## src/rtl/core/fti_pkg.sv

```systemverilog
package fti_pkg;

    // field widths
    localparam int RATING_W   = 12;
    localparam int RATING_MAX = 2560;
    localparam int CENT_W     = 15;
    localparam int CFG_IDX_W  = 2;

    // membership format, unsigned Q.M with 1.0 = 2^M
    localparam int MEM_FRAC = 12;
    localparam int MEM_W    = MEM_FRAC + 1;
    localparam logic [MEM_W-1:0] MEM_ONE = MEM_W'(1) << MEM_FRAC;

    // food shoulder breakpoints in rating LSBs
    localparam int FOOD_POOR_FULL = 512;
    localparam int FOOD_POOR_ZERO = 1024;
    localparam int FOOD_EXC_ZERO  = 1536;
    localparam int FOOD_EXC_FULL  = 2048;
    localparam int RAMP_SHIFT     = 9;

    // service centres
    localparam int SVC_GOOD_CENTRE = 1280;

    // Gaussian table
    localparam int GAUSS_DEPTH = 256;
    localparam int GIDX_W      = $clog2(GAUSS_DEPTH);

    // index = floor(d * DEPTH / scale) done as multiply by a rounded-up reciprocal
    localparam int IDX_SHIFT = 25;
    localparam longint unsigned SCALE_POOR = 3072;
    localparam longint unsigned SCALE_WIDE = 5120;
    localparam longint unsigned RCP_POOR =
        (longint'(GAUSS_DEPTH) * (64'd1 << IDX_SHIFT) + SCALE_POOR - 1) / SCALE_POOR;
    localparam longint unsigned RCP_WIDE =
        (longint'(GAUSS_DEPTH) * (64'd1 << IDX_SHIFT) + SCALE_WIDE - 1) / SCALE_WIDE;
    localparam int RCP_W  = $clog2(RCP_POOR + 1);
    localparam int PROD_W = RATING_W + RCP_W;
    localparam int QIDX_W = PROD_W - IDX_SHIFT;

    // weighted sum and division
    localparam int WPROD_W = MEM_W + CENT_W;
    localparam int DEN_W   = MEM_W + 2;
    localparam int NUM_W   = WPROD_W + 2;
    localparam int QUO_W   = CENT_W;

    // queue between front and back
    localparam int QUEUE_DEPTH = 2;
    localparam int QPTR_W      = $clog2(QUEUE_DEPTH);
    localparam int QCNT_W      = $clog2(QUEUE_DEPTH + 1);

    // configuration register indexes
    localparam logic [CFG_IDX_W-1:0] REG_LOW_TIP  = 2'd0;
    localparam logic [CFG_IDX_W-1:0] REG_MID_TIP  = 2'd1;
    localparam logic [CFG_IDX_W-1:0] REG_HIGH_TIP = 2'd2;

    localparam logic [CENT_W-1:0] LOW_TIP_RESET  = 15'd1280;
    localparam logic [CENT_W-1:0] MID_TIP_RESET  = 15'd3840;
    localparam logic [CENT_W-1:0] HIGH_TIP_RESET = 15'd6400;

    // classified item handed from front to back
    typedef struct packed {
        logic [MEM_W-1:0]    f_poor;
        logic [MEM_W-1:0]    f_exc;
        logic [RATING_W-1:0] d_poor;
        logic [RATING_W-1:0] d_good;
        logic [RATING_W-1:0] d_exc;
    } fti_item_t;

    typedef struct packed {
        logic full;
        logic empty;
    } fti_qstat_t;

    typedef logic [MEM_W-1:0] gauss_rom_t [GAUSS_DEPTH];

    localparam longint unsigned Q30_ONE = 64'd1 << 30;
    localparam longint unsigned DEPTH_SQ = longint'(GAUSS_DEPTH) * longint'(GAUSS_DEPTH);

    // exp(-z^2/2) for z = 8k/DEPTH: Taylor series for exp(-z^2/512) in Q30,
    // then squared eight times, rounded to Q.M
    function automatic gauss_rom_t build_gauss_rom();
        gauss_rom_t rom;
        longint unsigned b;
        longint unsigned v;
        longint unsigned kk;
        for (int k = 0; k < GAUSS_DEPTH; k++)
        begin
            kk = longint'(k);
            b = ((kk * kk) << 27) / DEPTH_SQ;
            v = Q30_ONE;
            v = Q30_ONE - (((b / 8) * v) >> 30);
            v = Q30_ONE - (((b / 7) * v) >> 30);
            v = Q30_ONE - (((b / 6) * v) >> 30);
            v = Q30_ONE - (((b / 5) * v) >> 30);
            v = Q30_ONE - (((b / 4) * v) >> 30);
            v = Q30_ONE - (((b / 3) * v) >> 30);
            v = Q30_ONE - (((b / 2) * v) >> 30);
            v = Q30_ONE - ((b * v) >> 30);
            for (int i = 0; i < 8; i++)
            begin
                v = (v * v) >> 30;
            end
            v = (v + (64'd1 << (29 - MEM_FRAC))) >> (30 - MEM_FRAC);
            rom[k] = v[MEM_W-1:0];
        end
        return rom;
    endfunction

    localparam gauss_rom_t GAUSS_ROM = build_gauss_rom();

endpackage

```

## src/rtl/core/fti_front.sv

```systemverilog
module fti_front import fti_pkg::*; (
    input  logic                clk,
    input  logic                rst_n,
    input  logic                in_valid,
    output logic                in_ready,
    input  logic [RATING_W-1:0] food_rating,
    input  logic [RATING_W-1:0] service_rating,
    input  fti_qstat_t          q_stat,
    output logic                push,
    output fti_item_t           item
);

    logic                front_valid_reg;
    logic                front_valid_next;
    fti_item_t           item_reg;
    fti_item_t           item_next;
    logic [RATING_W-1:0] food_sat;
    logic [RATING_W-1:0] svc_sat;
    logic [9:0]          poor_diff;
    logic [9:0]          exc_diff;
    logic [10+MEM_FRAC-1:0] poor_ramp;
    logic [10+MEM_FRAC-1:0] exc_ramp;
    logic                accept;

    assign push     = front_valid_reg && !q_stat.full;
    assign in_ready = !front_valid_reg || !q_stat.full;
    assign accept   = in_valid && in_ready;
    assign item     = item_reg;

    // saturate ratings
    assign food_sat = (food_rating > RATING_W'(RATING_MAX)) ? RATING_W'(RATING_MAX) : food_rating;
    assign svc_sat  = (service_rating > RATING_W'(RATING_MAX)) ?
                      RATING_W'(RATING_MAX) : service_rating;

    // food shoulder ramps
    assign poor_diff = 10'(RATING_W'(FOOD_POOR_ZERO) - food_sat);
    assign exc_diff  = 10'(food_sat - RATING_W'(FOOD_EXC_ZERO));
    assign poor_ramp = {poor_diff, {MEM_FRAC{1'b0}}} >> RAMP_SHIFT;
    assign exc_ramp  = {exc_diff, {MEM_FRAC{1'b0}}} >> RAMP_SHIFT;

    // classify: food memberships and service distances
    always_comb
    begin
        if (food_sat <= RATING_W'(FOOD_POOR_FULL))
        begin
            item_next.f_poor = MEM_ONE;
        end
        else if (food_sat <= RATING_W'(FOOD_POOR_ZERO))
        begin
            item_next.f_poor = poor_ramp[MEM_W-1:0];
        end
        else
        begin
            item_next.f_poor = '0;
        end
        if (food_sat <= RATING_W'(FOOD_EXC_ZERO))
        begin
            item_next.f_exc = '0;
        end
        else if (food_sat <= RATING_W'(FOOD_EXC_FULL))
        begin
            item_next.f_exc = exc_ramp[MEM_W-1:0];
        end
        else
        begin
            item_next.f_exc = MEM_ONE;
        end
        item_next.d_poor = svc_sat;
        item_next.d_good = (svc_sat > RATING_W'(SVC_GOOD_CENTRE)) ?
                           svc_sat - RATING_W'(SVC_GOOD_CENTRE) :
                           RATING_W'(SVC_GOOD_CENTRE) - svc_sat;
        item_next.d_exc  = RATING_W'(RATING_MAX) - svc_sat;
    end

    always_comb
    begin
        front_valid_next = front_valid_reg;
        if (accept)
        begin
            front_valid_next = 1'b1;
        end
        else if (push)
        begin
            front_valid_next = 1'b0;
        end
    end

    always_ff @(posedge clk or negedge rst_n)
    begin
        if (!rst_n)
        begin
            front_valid_reg <= 1'b0;
        end
        else
        begin
            front_valid_reg <= front_valid_next;
        end
    end

    always_ff @(posedge clk)
    begin
        if (accept)
        begin
            item_reg <= item_next;
        end
    end

endmodule

```

## src/rtl/core/fti_queue.sv

```systemverilog
module fti_queue import fti_pkg::*; (
    input  logic       clk,
    input  logic       rst_n,
    input  logic       push,
    input  fti_item_t  push_item,
    input  logic       pop,
    output fti_item_t  pop_item,
    output fti_qstat_t q_stat
);

    fti_item_t         mem_reg [QUEUE_DEPTH];
    logic [QPTR_W-1:0] wptr_reg;
    logic [QPTR_W-1:0] wptr_next;
    logic [QPTR_W-1:0] rptr_reg;
    logic [QPTR_W-1:0] rptr_next;
    logic [QCNT_W-1:0] count_reg;
    logic [QCNT_W-1:0] count_next;

    assign q_stat.full  = (count_reg == QCNT_W'(QUEUE_DEPTH));
    assign q_stat.empty = (count_reg == '0);
    assign pop_item     = mem_reg[rptr_reg];

    // pointer and fill count update
    always_comb
    begin
        wptr_next  = wptr_reg;
        rptr_next  = rptr_reg;
        count_next = count_reg;
        if (push)
        begin
            wptr_next = (wptr_reg == QPTR_W'(QUEUE_DEPTH - 1)) ? '0 : wptr_reg + 1'b1;
        end
        if (pop)
        begin
            rptr_next = (rptr_reg == QPTR_W'(QUEUE_DEPTH - 1)) ? '0 : rptr_reg + 1'b1;
        end
        if (push && !pop)
        begin
            count_next = count_reg + 1'b1;
        end
        else if (pop && !push)
        begin
            count_next = count_reg - 1'b1;
        end
    end

    always_ff @(posedge clk or negedge rst_n)
    begin
        if (!rst_n)
        begin
            wptr_reg  <= '0;
            rptr_reg  <= '0;
            count_reg <= '0;
        end
        else
        begin
            wptr_reg  <= wptr_next;
            rptr_reg  <= rptr_next;
            count_reg <= count_next;
        end
    end

    always_ff @(posedge clk)
    begin
        if (push)
        begin
            mem_reg[wptr_reg] <= push_item;
        end
    end

endmodule

```

## src/rtl/core/fti_div.sv

```systemverilog
module fti_div import fti_pkg::*; (
    input  logic             clk,
    input  logic             rst_n,
    input  logic             advance,
    input  logic             in_vld,
    input  logic [NUM_W-1:0] num,
    input  logic [DEN_W-1:0] den,
    input  logic             zero,
    output logic             out_vld,
    output logic [QUO_W-1:0] quo,
    output logic             out_zero
);

    // one quotient bit per stage, most significant first
    logic             vld_reg  [QUO_W];
    logic [NUM_W-1:0] rem_reg  [QUO_W];
    logic [DEN_W-1:0] den_reg  [QUO_W];
    logic [QUO_W-1:0] quo_reg  [QUO_W];
    logic             zero_reg [QUO_W];

    for (genvar s = 0; s < QUO_W; s++)
    begin : g_stage
        localparam int BITPOS = QUO_W - 1 - s;
        logic             vld_prev;
        logic [NUM_W-1:0] rem_prev;
        logic [DEN_W-1:0] den_prev;
        logic [QUO_W-1:0] quo_prev;
        logic             zero_prev;
        logic [NUM_W:0]   trial;
        logic             ge;
        logic [NUM_W-1:0] rem_next;
        logic [QUO_W-1:0] quo_next;

        if (s == 0)
        begin : g_first
            assign vld_prev  = in_vld;
            assign rem_prev  = num;
            assign den_prev  = den;
            assign quo_prev  = '0;
            assign zero_prev = zero;
        end
        else
        begin : g_rest
            assign vld_prev  = vld_reg[s-1];
            assign rem_prev  = rem_reg[s-1];
            assign den_prev  = den_reg[s-1];
            assign quo_prev  = quo_reg[s-1];
            assign zero_prev = zero_reg[s-1];
        end

        // trial subtract of the shifted divisor
        always_comb
        begin
            trial    = (NUM_W + 1)'(den_prev) << BITPOS;
            ge       = ({1'b0, rem_prev} >= trial);
            rem_next = ge ? NUM_W'({1'b0, rem_prev} - trial) : rem_prev;
            quo_next = quo_prev;
            quo_next[BITPOS] = ge;
        end

        always_ff @(posedge clk or negedge rst_n)
        begin
            if (!rst_n)
            begin
                vld_reg[s] <= 1'b0;
            end
            else if (advance)
            begin
                vld_reg[s] <= vld_prev;
            end
        end

        always_ff @(posedge clk)
        begin
            if (advance)
            begin
                rem_reg[s]  <= rem_next;
                den_reg[s]  <= den_prev;
                quo_reg[s]  <= quo_next;
                zero_reg[s] <= zero_prev;
            end
        end
    end

    assign out_vld  = vld_reg[QUO_W-1];
    assign quo      = quo_reg[QUO_W-1];
    assign out_zero = zero_reg[QUO_W-1];

endmodule

```

## src/rtl/core/fti_back.sv

```systemverilog
module fti_back import fti_pkg::*; (
    input  logic              clk,
    input  logic              rst_n,
    input  logic              advance,
    input  fti_qstat_t        q_stat,
    input  fti_item_t         q_item,
    output logic              pop,
    input  logic [CENT_W-1:0] low_cent,
    input  logic [CENT_W-1:0] mid_cent,
    input  logic [CENT_W-1:0] high_cent,
    output logic              res_vld,
    output logic [QUO_W-1:0]  res_quo,
    output logic              res_zero
);

    // stage 1: index products
    logic              s1_vld_reg;
    logic [MEM_W-1:0]  s1_f_poor_reg;
    logic [MEM_W-1:0]  s1_f_exc_reg;
    logic [PROD_W-1:0] s1_p_poor_reg;
    logic [PROD_W-1:0] s1_p_good_reg;
    logic [PROD_W-1:0] s1_p_exc_reg;
    // stage 2: rule strengths
    logic              s2_vld_reg;
    logic [MEM_W-1:0]  s2_w_lo_reg;
    logic [MEM_W-1:0]  s2_w_mid_reg;
    logic [MEM_W-1:0]  s2_w_hi_reg;
    // stage 3: weighted centroids
    logic               s3_vld_reg;
    logic [WPROD_W-1:0] s3_m_lo_reg;
    logic [WPROD_W-1:0] s3_m_mid_reg;
    logic [WPROD_W-1:0] s3_m_hi_reg;
    logic [DEN_W-1:0]   s3_den_reg;
    // stage 4: numerator with rounding term
    logic              s4_vld_reg;
    logic [NUM_W-1:0]  s4_num_reg;
    logic [DEN_W-1:0]  s4_den_reg;
    logic              s4_zero_reg;

    logic [QIDX_W-1:0] i_poor;
    logic [QIDX_W-1:0] i_good;
    logic [QIDX_W-1:0] i_exc;
    logic [MEM_W-1:0]  g_poor;
    logic [MEM_W-1:0]  g_good;
    logic [MEM_W-1:0]  g_exc;

    assign pop = advance && !q_stat.empty;

    // table index with saturation at the last entry
    function automatic logic [QIDX_W-1:0] sat_idx(input logic [PROD_W-1:0] p);
        logic [QIDX_W-1:0] q;
        q = p[PROD_W-1:IDX_SHIFT];
        if (q > QIDX_W'(GAUSS_DEPTH - 1))
        begin
            q = QIDX_W'(GAUSS_DEPTH - 1);
        end
        return q;
    endfunction

    assign i_poor = sat_idx(s1_p_poor_reg);
    assign i_good = sat_idx(s1_p_good_reg);
    assign i_exc  = sat_idx(s1_p_exc_reg);
    assign g_poor = GAUSS_ROM[i_poor[GIDX_W-1:0]];
    assign g_good = GAUSS_ROM[i_good[GIDX_W-1:0]];
    assign g_exc  = GAUSS_ROM[i_exc[GIDX_W-1:0]];

    always_ff @(posedge clk or negedge rst_n)
    begin
        if (!rst_n)
        begin
            s1_vld_reg <= 1'b0;
            s2_vld_reg <= 1'b0;
            s3_vld_reg <= 1'b0;
            s4_vld_reg <= 1'b0;
        end
        else if (advance)
        begin
            s1_vld_reg <= !q_stat.empty;
            s2_vld_reg <= s1_vld_reg;
            s3_vld_reg <= s2_vld_reg;
            s4_vld_reg <= s3_vld_reg;
        end
    end

    always_ff @(posedge clk)
    begin
        if (advance)
        begin
            s1_f_poor_reg <= q_item.f_poor;
            s1_f_exc_reg  <= q_item.f_exc;
            s1_p_poor_reg <= PROD_W'(q_item.d_poor) * PROD_W'(RCP_POOR);
            s1_p_good_reg <= PROD_W'(q_item.d_good) * PROD_W'(RCP_WIDE);
            s1_p_exc_reg  <= PROD_W'(q_item.d_exc) * PROD_W'(RCP_WIDE);

            s2_w_lo_reg  <= (g_poor > s1_f_poor_reg) ? g_poor : s1_f_poor_reg;
            s2_w_mid_reg <= g_good;
            s2_w_hi_reg  <= (g_exc > s1_f_exc_reg) ? g_exc : s1_f_exc_reg;

            s3_m_lo_reg  <= WPROD_W'(s2_w_lo_reg) * WPROD_W'(low_cent);
            s3_m_mid_reg <= WPROD_W'(s2_w_mid_reg) * WPROD_W'(mid_cent);
            s3_m_hi_reg  <= WPROD_W'(s2_w_hi_reg) * WPROD_W'(high_cent);
            s3_den_reg   <= DEN_W'(s2_w_lo_reg) + DEN_W'(s2_w_mid_reg) + DEN_W'(s2_w_hi_reg);

            s4_num_reg  <= NUM_W'(s3_m_lo_reg) + NUM_W'(s3_m_mid_reg) + NUM_W'(s3_m_hi_reg)
                           + NUM_W'(s3_den_reg >> 1);
            s4_den_reg  <= s3_den_reg;
            s4_zero_reg <= (s3_den_reg == '0);
        end
    end

    fti_div u_div (
        .clk      (clk),
        .rst_n    (rst_n),
        .advance  (advance),
        .in_vld   (s4_vld_reg),
        .num      (s4_num_reg),
        .den      (s4_den_reg),
        .zero     (s4_zero_reg),
        .out_vld  (res_vld),
        .quo      (res_quo),
        .out_zero (res_zero)
    );

endmodule

```

## src/rtl/core/fuzzy_two_input_inference.sv

```systemverilog
// Channel  Direction  Signals                                     Beat
// in       sink       in_valid, in_ready, food_rating,            one rating pair
//                     service_rating
// out      source     out_valid, out_ready, tip_percent,          one tip result
//                     zero_weight_flag
// cfg      sink       cfg_valid, cfg_ready, cfg_index, cfg_data   one centroid write
//
// One pair per cycle sustained while the output is not stalled; 22 register stages
// lie between the accepting edge and the result: front register, queue, four back
// stages, fifteen divider stages, output register.
// The divider (one quotient bit per stage) sets the depth.
// Reset clears all valid state and loads the centroid reset values.
// A stalled output freezes the back pipeline; the front and its two-beat queue
// keep taking pairs until the queue fills. cfg_ready is always high.
module fuzzy_two_input_inference import fti_pkg::*; (
    input  logic                 clk,
    input  logic                 rst_n,
    input  logic                 in_valid,
    output logic                 in_ready,
    input  logic [RATING_W-1:0]  food_rating,
    input  logic [RATING_W-1:0]  service_rating,
    output logic                 out_valid,
    input  logic                 out_ready,
    output logic [CENT_W-1:0]    tip_percent,
    output logic                 zero_weight_flag,
    input  logic                 cfg_valid,
    output logic                 cfg_ready,
    input  logic [CFG_IDX_W-1:0] cfg_index,
    input  logic [CENT_W-1:0]    cfg_data
);

    logic              advance;
    logic              push;
    logic              pop;
    fti_item_t         front_item;
    fti_item_t         q_item;
    fti_qstat_t        q_stat;
    logic              res_vld;
    logic [QUO_W-1:0]  res_quo;
    logic              res_zero;
    logic [CENT_W-1:0] low_cent_reg;
    logic [CENT_W-1:0] mid_cent_reg;
    logic [CENT_W-1:0] high_cent_reg;
    logic              out_valid_reg;
    logic [CENT_W-1:0] tip_reg;
    logic              flag_reg;

    assign cfg_ready        = 1'b1;
    assign advance          = !out_valid_reg || out_ready;
    assign out_valid        = out_valid_reg;
    assign tip_percent      = tip_reg;
    assign zero_weight_flag = flag_reg;

    // centroid registers
    always_ff @(posedge clk or negedge rst_n)
    begin
        if (!rst_n)
        begin
            low_cent_reg  <= LOW_TIP_RESET;
            mid_cent_reg  <= MID_TIP_RESET;
            high_cent_reg <= HIGH_TIP_RESET;
        end
        else if (cfg_valid)
        begin
            case (cfg_index)
                REG_LOW_TIP:  low_cent_reg  <= cfg_data;
                REG_MID_TIP:  mid_cent_reg  <= cfg_data;
                REG_HIGH_TIP: high_cent_reg <= cfg_data;
                default:      ;
            endcase
        end
    end

    fti_front u_front (
        .clk            (clk),
        .rst_n          (rst_n),
        .in_valid       (in_valid),
        .in_ready       (in_ready),
        .food_rating    (food_rating),
        .service_rating (service_rating),
        .q_stat         (q_stat),
        .push           (push),
        .item           (front_item)
    );

    fti_queue u_queue (
        .clk       (clk),
        .rst_n     (rst_n),
        .push      (push),
        .push_item (front_item),
        .pop       (pop),
        .pop_item  (q_item),
        .q_stat    (q_stat)
    );

    fti_back u_back (
        .clk       (clk),
        .rst_n     (rst_n),
        .advance   (advance),
        .q_stat    (q_stat),
        .q_item    (q_item),
        .pop       (pop),
        .low_cent  (low_cent_reg),
        .mid_cent  (mid_cent_reg),
        .high_cent (high_cent_reg),
        .res_vld   (res_vld),
        .res_quo   (res_quo),
        .res_zero  (res_zero)
    );

    // output register
    always_ff @(posedge clk or negedge rst_n)
    begin
        if (!rst_n)
        begin
            out_valid_reg <= 1'b0;
        end
        else if (advance)
        begin
            out_valid_reg <= res_vld;
        end
    end

    always_ff @(posedge clk)
    begin
        if (advance)
        begin
            tip_reg  <= res_zero ? '0 : res_quo;
            flag_reg <= res_zero;
        end
    end

`ifndef SYNTHESIS
    // a zero total weight always reports a zero tip
    a_zero_tip: assert property (@(posedge clk) disable iff (!rst_n)
        out_valid && zero_weight_flag |-> tip_percent == '0)
        else $error("zero weight result with nonzero tip");

    // input only stalls when the queue is full
    a_in_stall: assert property (@(posedge clk) disable iff (!rst_n)
        !in_ready |-> q_stat.full)
        else $error("input stalled with room in queue");

    // a centroid write lands in the next cycle
    a_cfg_low: assert property (@(posedge clk) disable iff (!rst_n)
        cfg_valid && cfg_index == REG_LOW_TIP |=> low_cent_reg == $past(cfg_data))
        else $error("low centroid write lost");

    // no pop from an empty queue
    a_pop_empty: assert property (@(posedge clk) disable iff (!rst_n)
        pop |-> !q_stat.empty)
        else $error("pop from empty queue");
`endif

endmodule
```

## config.mk

```make
export PLATFORM = sky130hd
export DESIGN_NAME = fuzzy_two_input_inference
export DESIGN_NICKNAME = d
export VERILOG_FILES = /design/src/rtl/core/fti_pkg.sv /design/src/rtl/core/fti_front.sv /design/src/rtl/core/fti_queue.sv /design/src/rtl/core/fti_div.sv /design/src/rtl/core/fti_back.sv /design/src/rtl/core/fuzzy_two_input_inference.sv
export SDC_FILE = /design/constraint.sdc
export NUM_CORES = 2
export LEC_CHECK = 0
export ABC_CLOCK_PERIOD_IN_PS = 33000
export BUFFER_PORTS_ARGS = -buffer_cell sky130_fd_sc_hd__buf_2
export CORE_UTILIZATION = 40
export DETAILED_ROUTE_END_ITERATION = 10
export MAX_ROUTING_LAYER = met4
export PLACE_DENSITY = 0.52
export SLEW_MARGIN = 40
export SYNTH_ARGS = -nofsm -noshare
export SYNTH_HDL_FRONTEND = slang
export SYNTH_HIERARCHICAL = 1
export SYNTH_SLANG_ARGS = --single-unit
```

## constraint.sdc

```tcl
create_clock -name clk -period 33 [get_ports clk]
set_input_delay 1.65 -clock clk [delete_from_list [all_inputs] [get_ports clk]]
set_output_delay 1.65 -clock clk [all_outputs]
set_load 0.1 [all_outputs]
```

==> Yosys cells after proc, flatten, opt, wreduce, memory -nomap -nowiden <==
Memory sizes are Yosys's and may differ from the RTL's. A register that Yosys moved wholly into a read port is not among the register bits.
Cells that the tools add are included.
{ "classes": {"n_eq_ne": 3, "order_cmp": 29, "shifts": 0, "mul": 6, "bitwise": 5, "mux": 39, "addsub": 29, "div": 0, "reduce_logical": 23} }
{ "ops": {"columns": ["op", "n"], "rows": [
  ["$mux W30", 15],
  ["$mux W13", 8],
  ["$mul A13 B15 Y28", 3],
  ["$mul A12 B20 Y32 const B", 2],
  ["$mux W12", 3],
  ["$mul A12 B22 Y34 const B", 1],
  ["$add A30 B14 Y30", 1],
  ["$add A30 B28 Y30", 1],
  ["$ge A30 B15 Y1", 1],
  ["$ge A30 B16 Y1", 1],
  ["$ge A30 B17 Y1", 1],
  ["$ge A30 B18 Y1", 1],
  ["$ge A30 B19 Y1", 1],
  ["$ge A30 B20 Y1", 1],
  ["$ge A30 B21 Y1", 1],
  ["$ge A30 B22 Y1", 1],
  ["$ge A30 B23 Y1", 1],
  ["$ge A30 B24 Y1", 1],
  ["$ge A30 B25 Y1", 1],
  ["$ge A30 B26 Y1", 1],
  ["$ge A30 B27 Y1", 1],
  ["$ge A30 B28 Y1", 1],
  ["$ge A30 B29 Y1", 1],
  ["$sub A30 B15 Y30", 1],
  ["49 further kinds", 84]
]} }
{ "totals": {"mem_bits_ro": 9984, "wordCells": 191, "mem_bits_rw": 1039, "latchBits": 0, "register_bits": 428, "input_bits": 46, "mem_count": 8} }
{ "mem_list": {"columns": ["name", "words", "width", "rd", "rd_clocked_by_memory_dff", "wr", "line", "rtl"], "rows": [
  ["(no name shown)", 256, 13, 1, 0, 0, "fti_back.sv:63", "assign g_poor = GAUSS_ROM[i_poor[GIDX_W-1:0]];"],
  ["(no name shown)", 256, 13, 1, 1, 0, "fti_back.sv:64", "assign g_good = GAUSS_ROM[i_good[GIDX_W-1:0]];"],
  ["(no name shown)", 256, 13, 1, 0, 0, "fti_back.sv:65", "assign g_exc = GAUSS_ROM[i_exc[GIDX_W-1:0]];"],
  ["u_back.u_div.rem_reg", 15, 30, 14, 0, 15, "fti_div.sv:16", "logic [NUM_W-1:0] rem_reg [QUO_W];"],
  ["u_back.u_div.den_reg", 15, 15, 14, 0, 15, "fti_div.sv:17", "logic [DEN_W-1:0] den_reg [QUO_W];"],
  ["u_back.u_div.quo_reg", 15, 15, 15, 1, 15, "fti_div.sv:18", "logic [QUO_W-1:0] quo_reg [QUO_W];"],
  ["+2 memories", null, null, null, null, null, null, null]
]} }

==> Logic depth before layout (Yosys ltp) <==
{ "logic_depth": {"word_depth": 8, "mapped_depth": 25, "ltp_nobuf": 21} }

==> Hierarchy <==
The synthesis kept the hierarchy.
{ "modules_own_cells": {"columns": ["module", "cells_per_inst", "n_inst", "area_each_um2"], "rows": [
  ["fti_back", 4738, 1, 43623.1],
  ["fti_div", 3145, 1, 38846.0],
  ["fti_queue", 209, 1, 4961.0],
  ["fti_front", 229, 1, 2826.5],
  ["fuzzy_two_input_inference", 133, 1, 2338.5]
]} }

==> Worst setup path after synthesis <==
Ideal clock, no wire load.
{ "synth_timing": {"path_type": "input port to flip-flop", "startpoint": "in out_ready", "endpoint": "reg u_back.s2_vld_reg", "t_arrival_ns": 29.020, "slack_ns": 3.799, "cell_stages": 2, "t_required_ns": 32.819, "path_buffers": 0, "cell_sequence": "nand2b_1 -> mux2_2"} }
{ "synth_between": {"elab_chain_cells": 1} }
{ "synth_lines": {"columns": ["element", "line", "rtl"], "rows": [
  ["start, declared", "fuzzy_two_input_inference.sv:23", "input logic out_ready,"],
  ["$logic_or A1 B1 Y1", "fuzzy_two_input_inference.sv:49", "assign advance = !out_valid_reg || out_ready;"],
  ["end signal, assigned", "fti_back.sv:79", "s2_vld_reg <= s1_vld_reg;"],
  ["end, declared", "fti_back.sv:24", "logic s2_vld_reg;"]
]} }
No other way between the ends.
A chain may end at the register's enable or synchronous reset.

==> impl_metrics.env <==
export IMPL_synthesis_area_per_instance_um2=11.0
export IMPL_start_util_pct=40.2
export IMPL_final_setup_viol_count=0
export IMPL_placed_cell_area_mm2=0.0961
export IMPL_fin_skew_ns=0.0341
export IMPL_worstHoldPathType="reg2reg"
export IMPL_die_h_um=483
export IMPL_drt_drc_violations_left=0
export IMPL_htree_num_levels=4
export IMPL_netlist_area_mm2=0.0926
export IMPL_drt_pass1_iter_count=7
export IMPL_max_cap_violations=0
export IMPL_slew_at_the_pin_closest_to_its_max_slew_limit_ns=0.884
export IMPL_post_synth_main_area_contributors="edfxtp_1, fa_1, ha_1"
export IMPL_placeableCoreArea_mm2=0.230
export IMPL_timing_critical_path_cells="buf_4 -> mux2_4 -> ha_1 -> fa_1 -> inv_1 -> fa_1 -> inv_1 -> fa_1 -> inv_1 -> fa_1 -> inv_1 -> ha_1 -> a21o_1 -> a21oi_1 -> o21bai_1 -> a21o_1 -> a21o_1 -> a221o_1 -> a21o_1 -> a21oi_1 -> xnor2_1"
export IMPL_placedCellCount=11300
export IMPL_synth_cell_type_count=109
export IMPL_io_buffer_count=63
export IMPL_die_x_um=483
export IMPL_final_hold_violation_count=0
export IMPL_critPathRequiredTime_ns=33.56
export IMPL_maximum_number_of_pins_on_one_net_before_global_route_repair=163
export IMPL_grt_antenna_before_repair=3
export IMPL_postSynth_asyncResetShare_pct=5.54
export IMPL_cts_hold_buffers_added=0
export IMPL_clk_pin_slew_ns=0.07
export IMPL_gp_congestion=0.874
export IMPL_drv_slew=0
export IMPL_largest_register_ffs=420
export IMPL_ys_seq_area_share_pct=40.6
export IMPL_tritoncts_clock_tree="built"
export IMPL_warnings_synthesis=6
export IMPL_timing_reg2reg_setup_slack_ns=26.54
export IMPL_synthFlopType="edfxtp_1"
export IMPL_netlist_area_leader_share_pct=38.7
export IMPL_count_of_filler_cells_inserted_in_the_layout=21600
export IMPL_critPathArrivalTime_ns=7.02
export IMPL_routed_vias=60900
export IMPL_crit_slowest_cell="dfrtp_4"
export IMPL_postLayoutCellArea_mm2=0.101
export IMPL_post_synth_top_area_cell="edfxtp_1"
export IMPL_worstSetupEndpointType="flop"
export IMPL_design_final_nets=9936
export IMPL_cts_repair_resize_count=0
export IMPL_remaining_global_route_overflow=0
export IMPL_routedWlPerCell_um=19.7
export IMPL_grtUsageTotal_pct=20.2
export IMPL_worstSetupPathType="reg2reg"
export IMPL_area_growth_synth_to_final_pct=9.24
export IMPL_post_route_cells_drive_above_1_share_pct=7.64
export IMPL_max_slew_margin_rel_pct=41.0
export IMPL_wire_length_of_the_first_global_routing_pass_um=360000
export IMPL_finalCritPeriodShare_pct=19.6
export IMPL_instances_no_fill=11600
export IMPL_fin_crit_ns=6.46
export IMPL_rows=176
export IMPL_timing_critical_path_max_delay_family="adder cells"
export IMPL_drt_iter0_markers=3797
export IMPL_synthesis_instances=8454
export IMPL_cts_made_buffers=150
export IMPL_root_buffer="clkbuf_16"
export IMPL_max_freq_ghz=0.155
export IMPL_post_cts_setup_buffer_count=0
export IMPL_status="complete, no violations"
export IMPL_dpl_hpwl_um=174000
export IMPL_pin_count=65
export IMPL_critical_path_n_buffers_inverters=5
export IMPL_ant_nets=0
export IMPL_grt_pass1_vias=62500
export IMPL_worstPathMaxFanout=28
export IMPL_slowest_stage_delay_on_critical_path_ns=0.76
export IMPL_worst_skew_pair_late_latency_ns=0.81
export IMPL_synth_enable_flop_cells=1194
export IMPL_synth_seq_cells=1264
export IMPL_clk_sinks=1264
export IMPL_unrepaired_setup_endpoints_after_global_routing="no"
export IMPL_fin_util_pct=44.0
export IMPL_setup_tns_ns=0
export IMPL_vias_per_cell=5.25
export IMPL_postRouteWirelength_um=229000
export IMPL_max_clock_path_buffers=3
export IMPL_fp_dieArea_mm2=0.233
export IMPL_critical_path_startpoint_type="flop"
==> final timing paths <==
check	start	to	cells past startpoint
min in group asynchronous	rst_n	high_cent_reg[14]	1
max in group asynchronous	rst_n	u_queue/rptr_reg	2
setup / recovery	u_queue/rptr_reg	u_back/s1_p_poor_reg[32]	21
hold / removal	u_back/u_div/zero_reg[10]	u_back/u_div/zero_reg[11]	0
hold reg to reg	u_back/u_div/zero_reg[10]	u_back/u_div/zero_reg[11]	0
setup reg to reg	u_queue/rptr_reg	u_back/s1_p_poor_reg[32]	21
==> logic make-up (layout without fill, tap and decap cells) <==
| logic type | after synthesis | after routing | synth area share [%] |
|---|---|---|---|
| other | 2 | 9 | 0.00811 |
| AOI/OAI and AO/OA | 1490 | 1490 | 10.2 |
| muxes | 232 | 232 | 3.18 |
| adders and majority gates | 1440 | 1440 | 24.6 |
| DFF | 1264 | 1264 | 40.6 |
| xor gates and xnor gates | 395 | 395 | 3.74 |
| and+or+nand+nor | 2100 | 2100 | 11.2 |
| buffers and inverters | 1531 | 1647 | 6.43 |
==> stage by stage <==
stage / hold slack, ns / setup slack (ns)
3_5_place_dp: 0.405 / 26.46
3_3_place_gp: 0.401 / 26.46
6_report: 0.409 / 26.54
5_1_grt: 0.412 / 26.18
4_1_cts: 0.408 / 26.47
2_1_floorplan: 0.400 / 3.80
==> placed cells by master, fill, tap and decap left out, drive strengths merged, types with 17 or more instances in the layout <==
master   netlist  layout
inv         1243    1253
edfxtp      1194    1194
ha           806     806
nand2        645     645
fa           634     634
a21oi        485     485
nor2         468     468
o21ai        311     311
and2         300     300
xnor2        244     244
mux2         202     202
clkbuf       216     175
xor2         151     151
a21o         138     138
nor3         131     131
buf           72     127
nor2b         98      98
a211oi        91      91
nand3         87      87
o21a          85      85
nand2b        75      75
clkinv         0      71
dfrtp         61      61
nor4          60      60
nand4         49      49
a31oi         48      48
o21bai        43      43
and3          33      33
o211ai        33      33
o31ai         28      28
or3           27      27
or2           26      26
a2111oi       24      24
a311oi        23      23
mux2i         18      18
nor4b         18      18
or4           17      17
==> synthesized netlist by cell type (33+ instances only) <==
cell type	n
o211ai_1	33
mux2_4	59
xor2_1	151
edfxtp_1	1194
nor4_1	57
o21ai_0	272
dfrtp_1	61
a31oi_1	48
clkbuf_1	216
nand4_1	49
nand2_1	645
a21o_1	138
nand3_1	86
inv_1	1236
o21ai_1	37
o21a_1	85
xnor2_1	244
fa_1	634
nand2b_1	75
a21oi_1	481
a211oi_1	90
and2_1	298
ha_1	806
nor2_1	468
and3_1	33
mux2_2	125
buf_2	35
o21bai_1	43
nor3_1	129
nor2b_1	98
==> cell type report <==
type                            instances  area (um^2)  share of cell area [%]
Clock buffer                          175         3940                    3.90
Antenna cell                            2         5.00                 0.00495
Timing Repair Buffer                  127          973                   0.962
Multi-Input combinational cell       5664        49100                    48.6
Clock inverter                        102         1010                    1.00
Tap cell                             3026         3790                    3.74
Inverter                             1243         4670                    4.61
Sequential cell                      1264        37600                    37.2
==> metal layers <==
| metal | GRT usage, % | vias to the layer above | share of wire, % |
|---|---|---|---|
| met2 | 34.2 | 1333 | 49 |
| met4 | 5.47 | 0 | 2.5 |
| met1 | 25.4 | 30100 | 44 |
| met5 | - | - | 0 |
| met3 | 2.66 | 334 | 4.2 |
| li1 | - | 29100 | - |
Power is not shown: default switching activity piles up to over one toggle a cycle in this logic, so the estimate is an artifact.
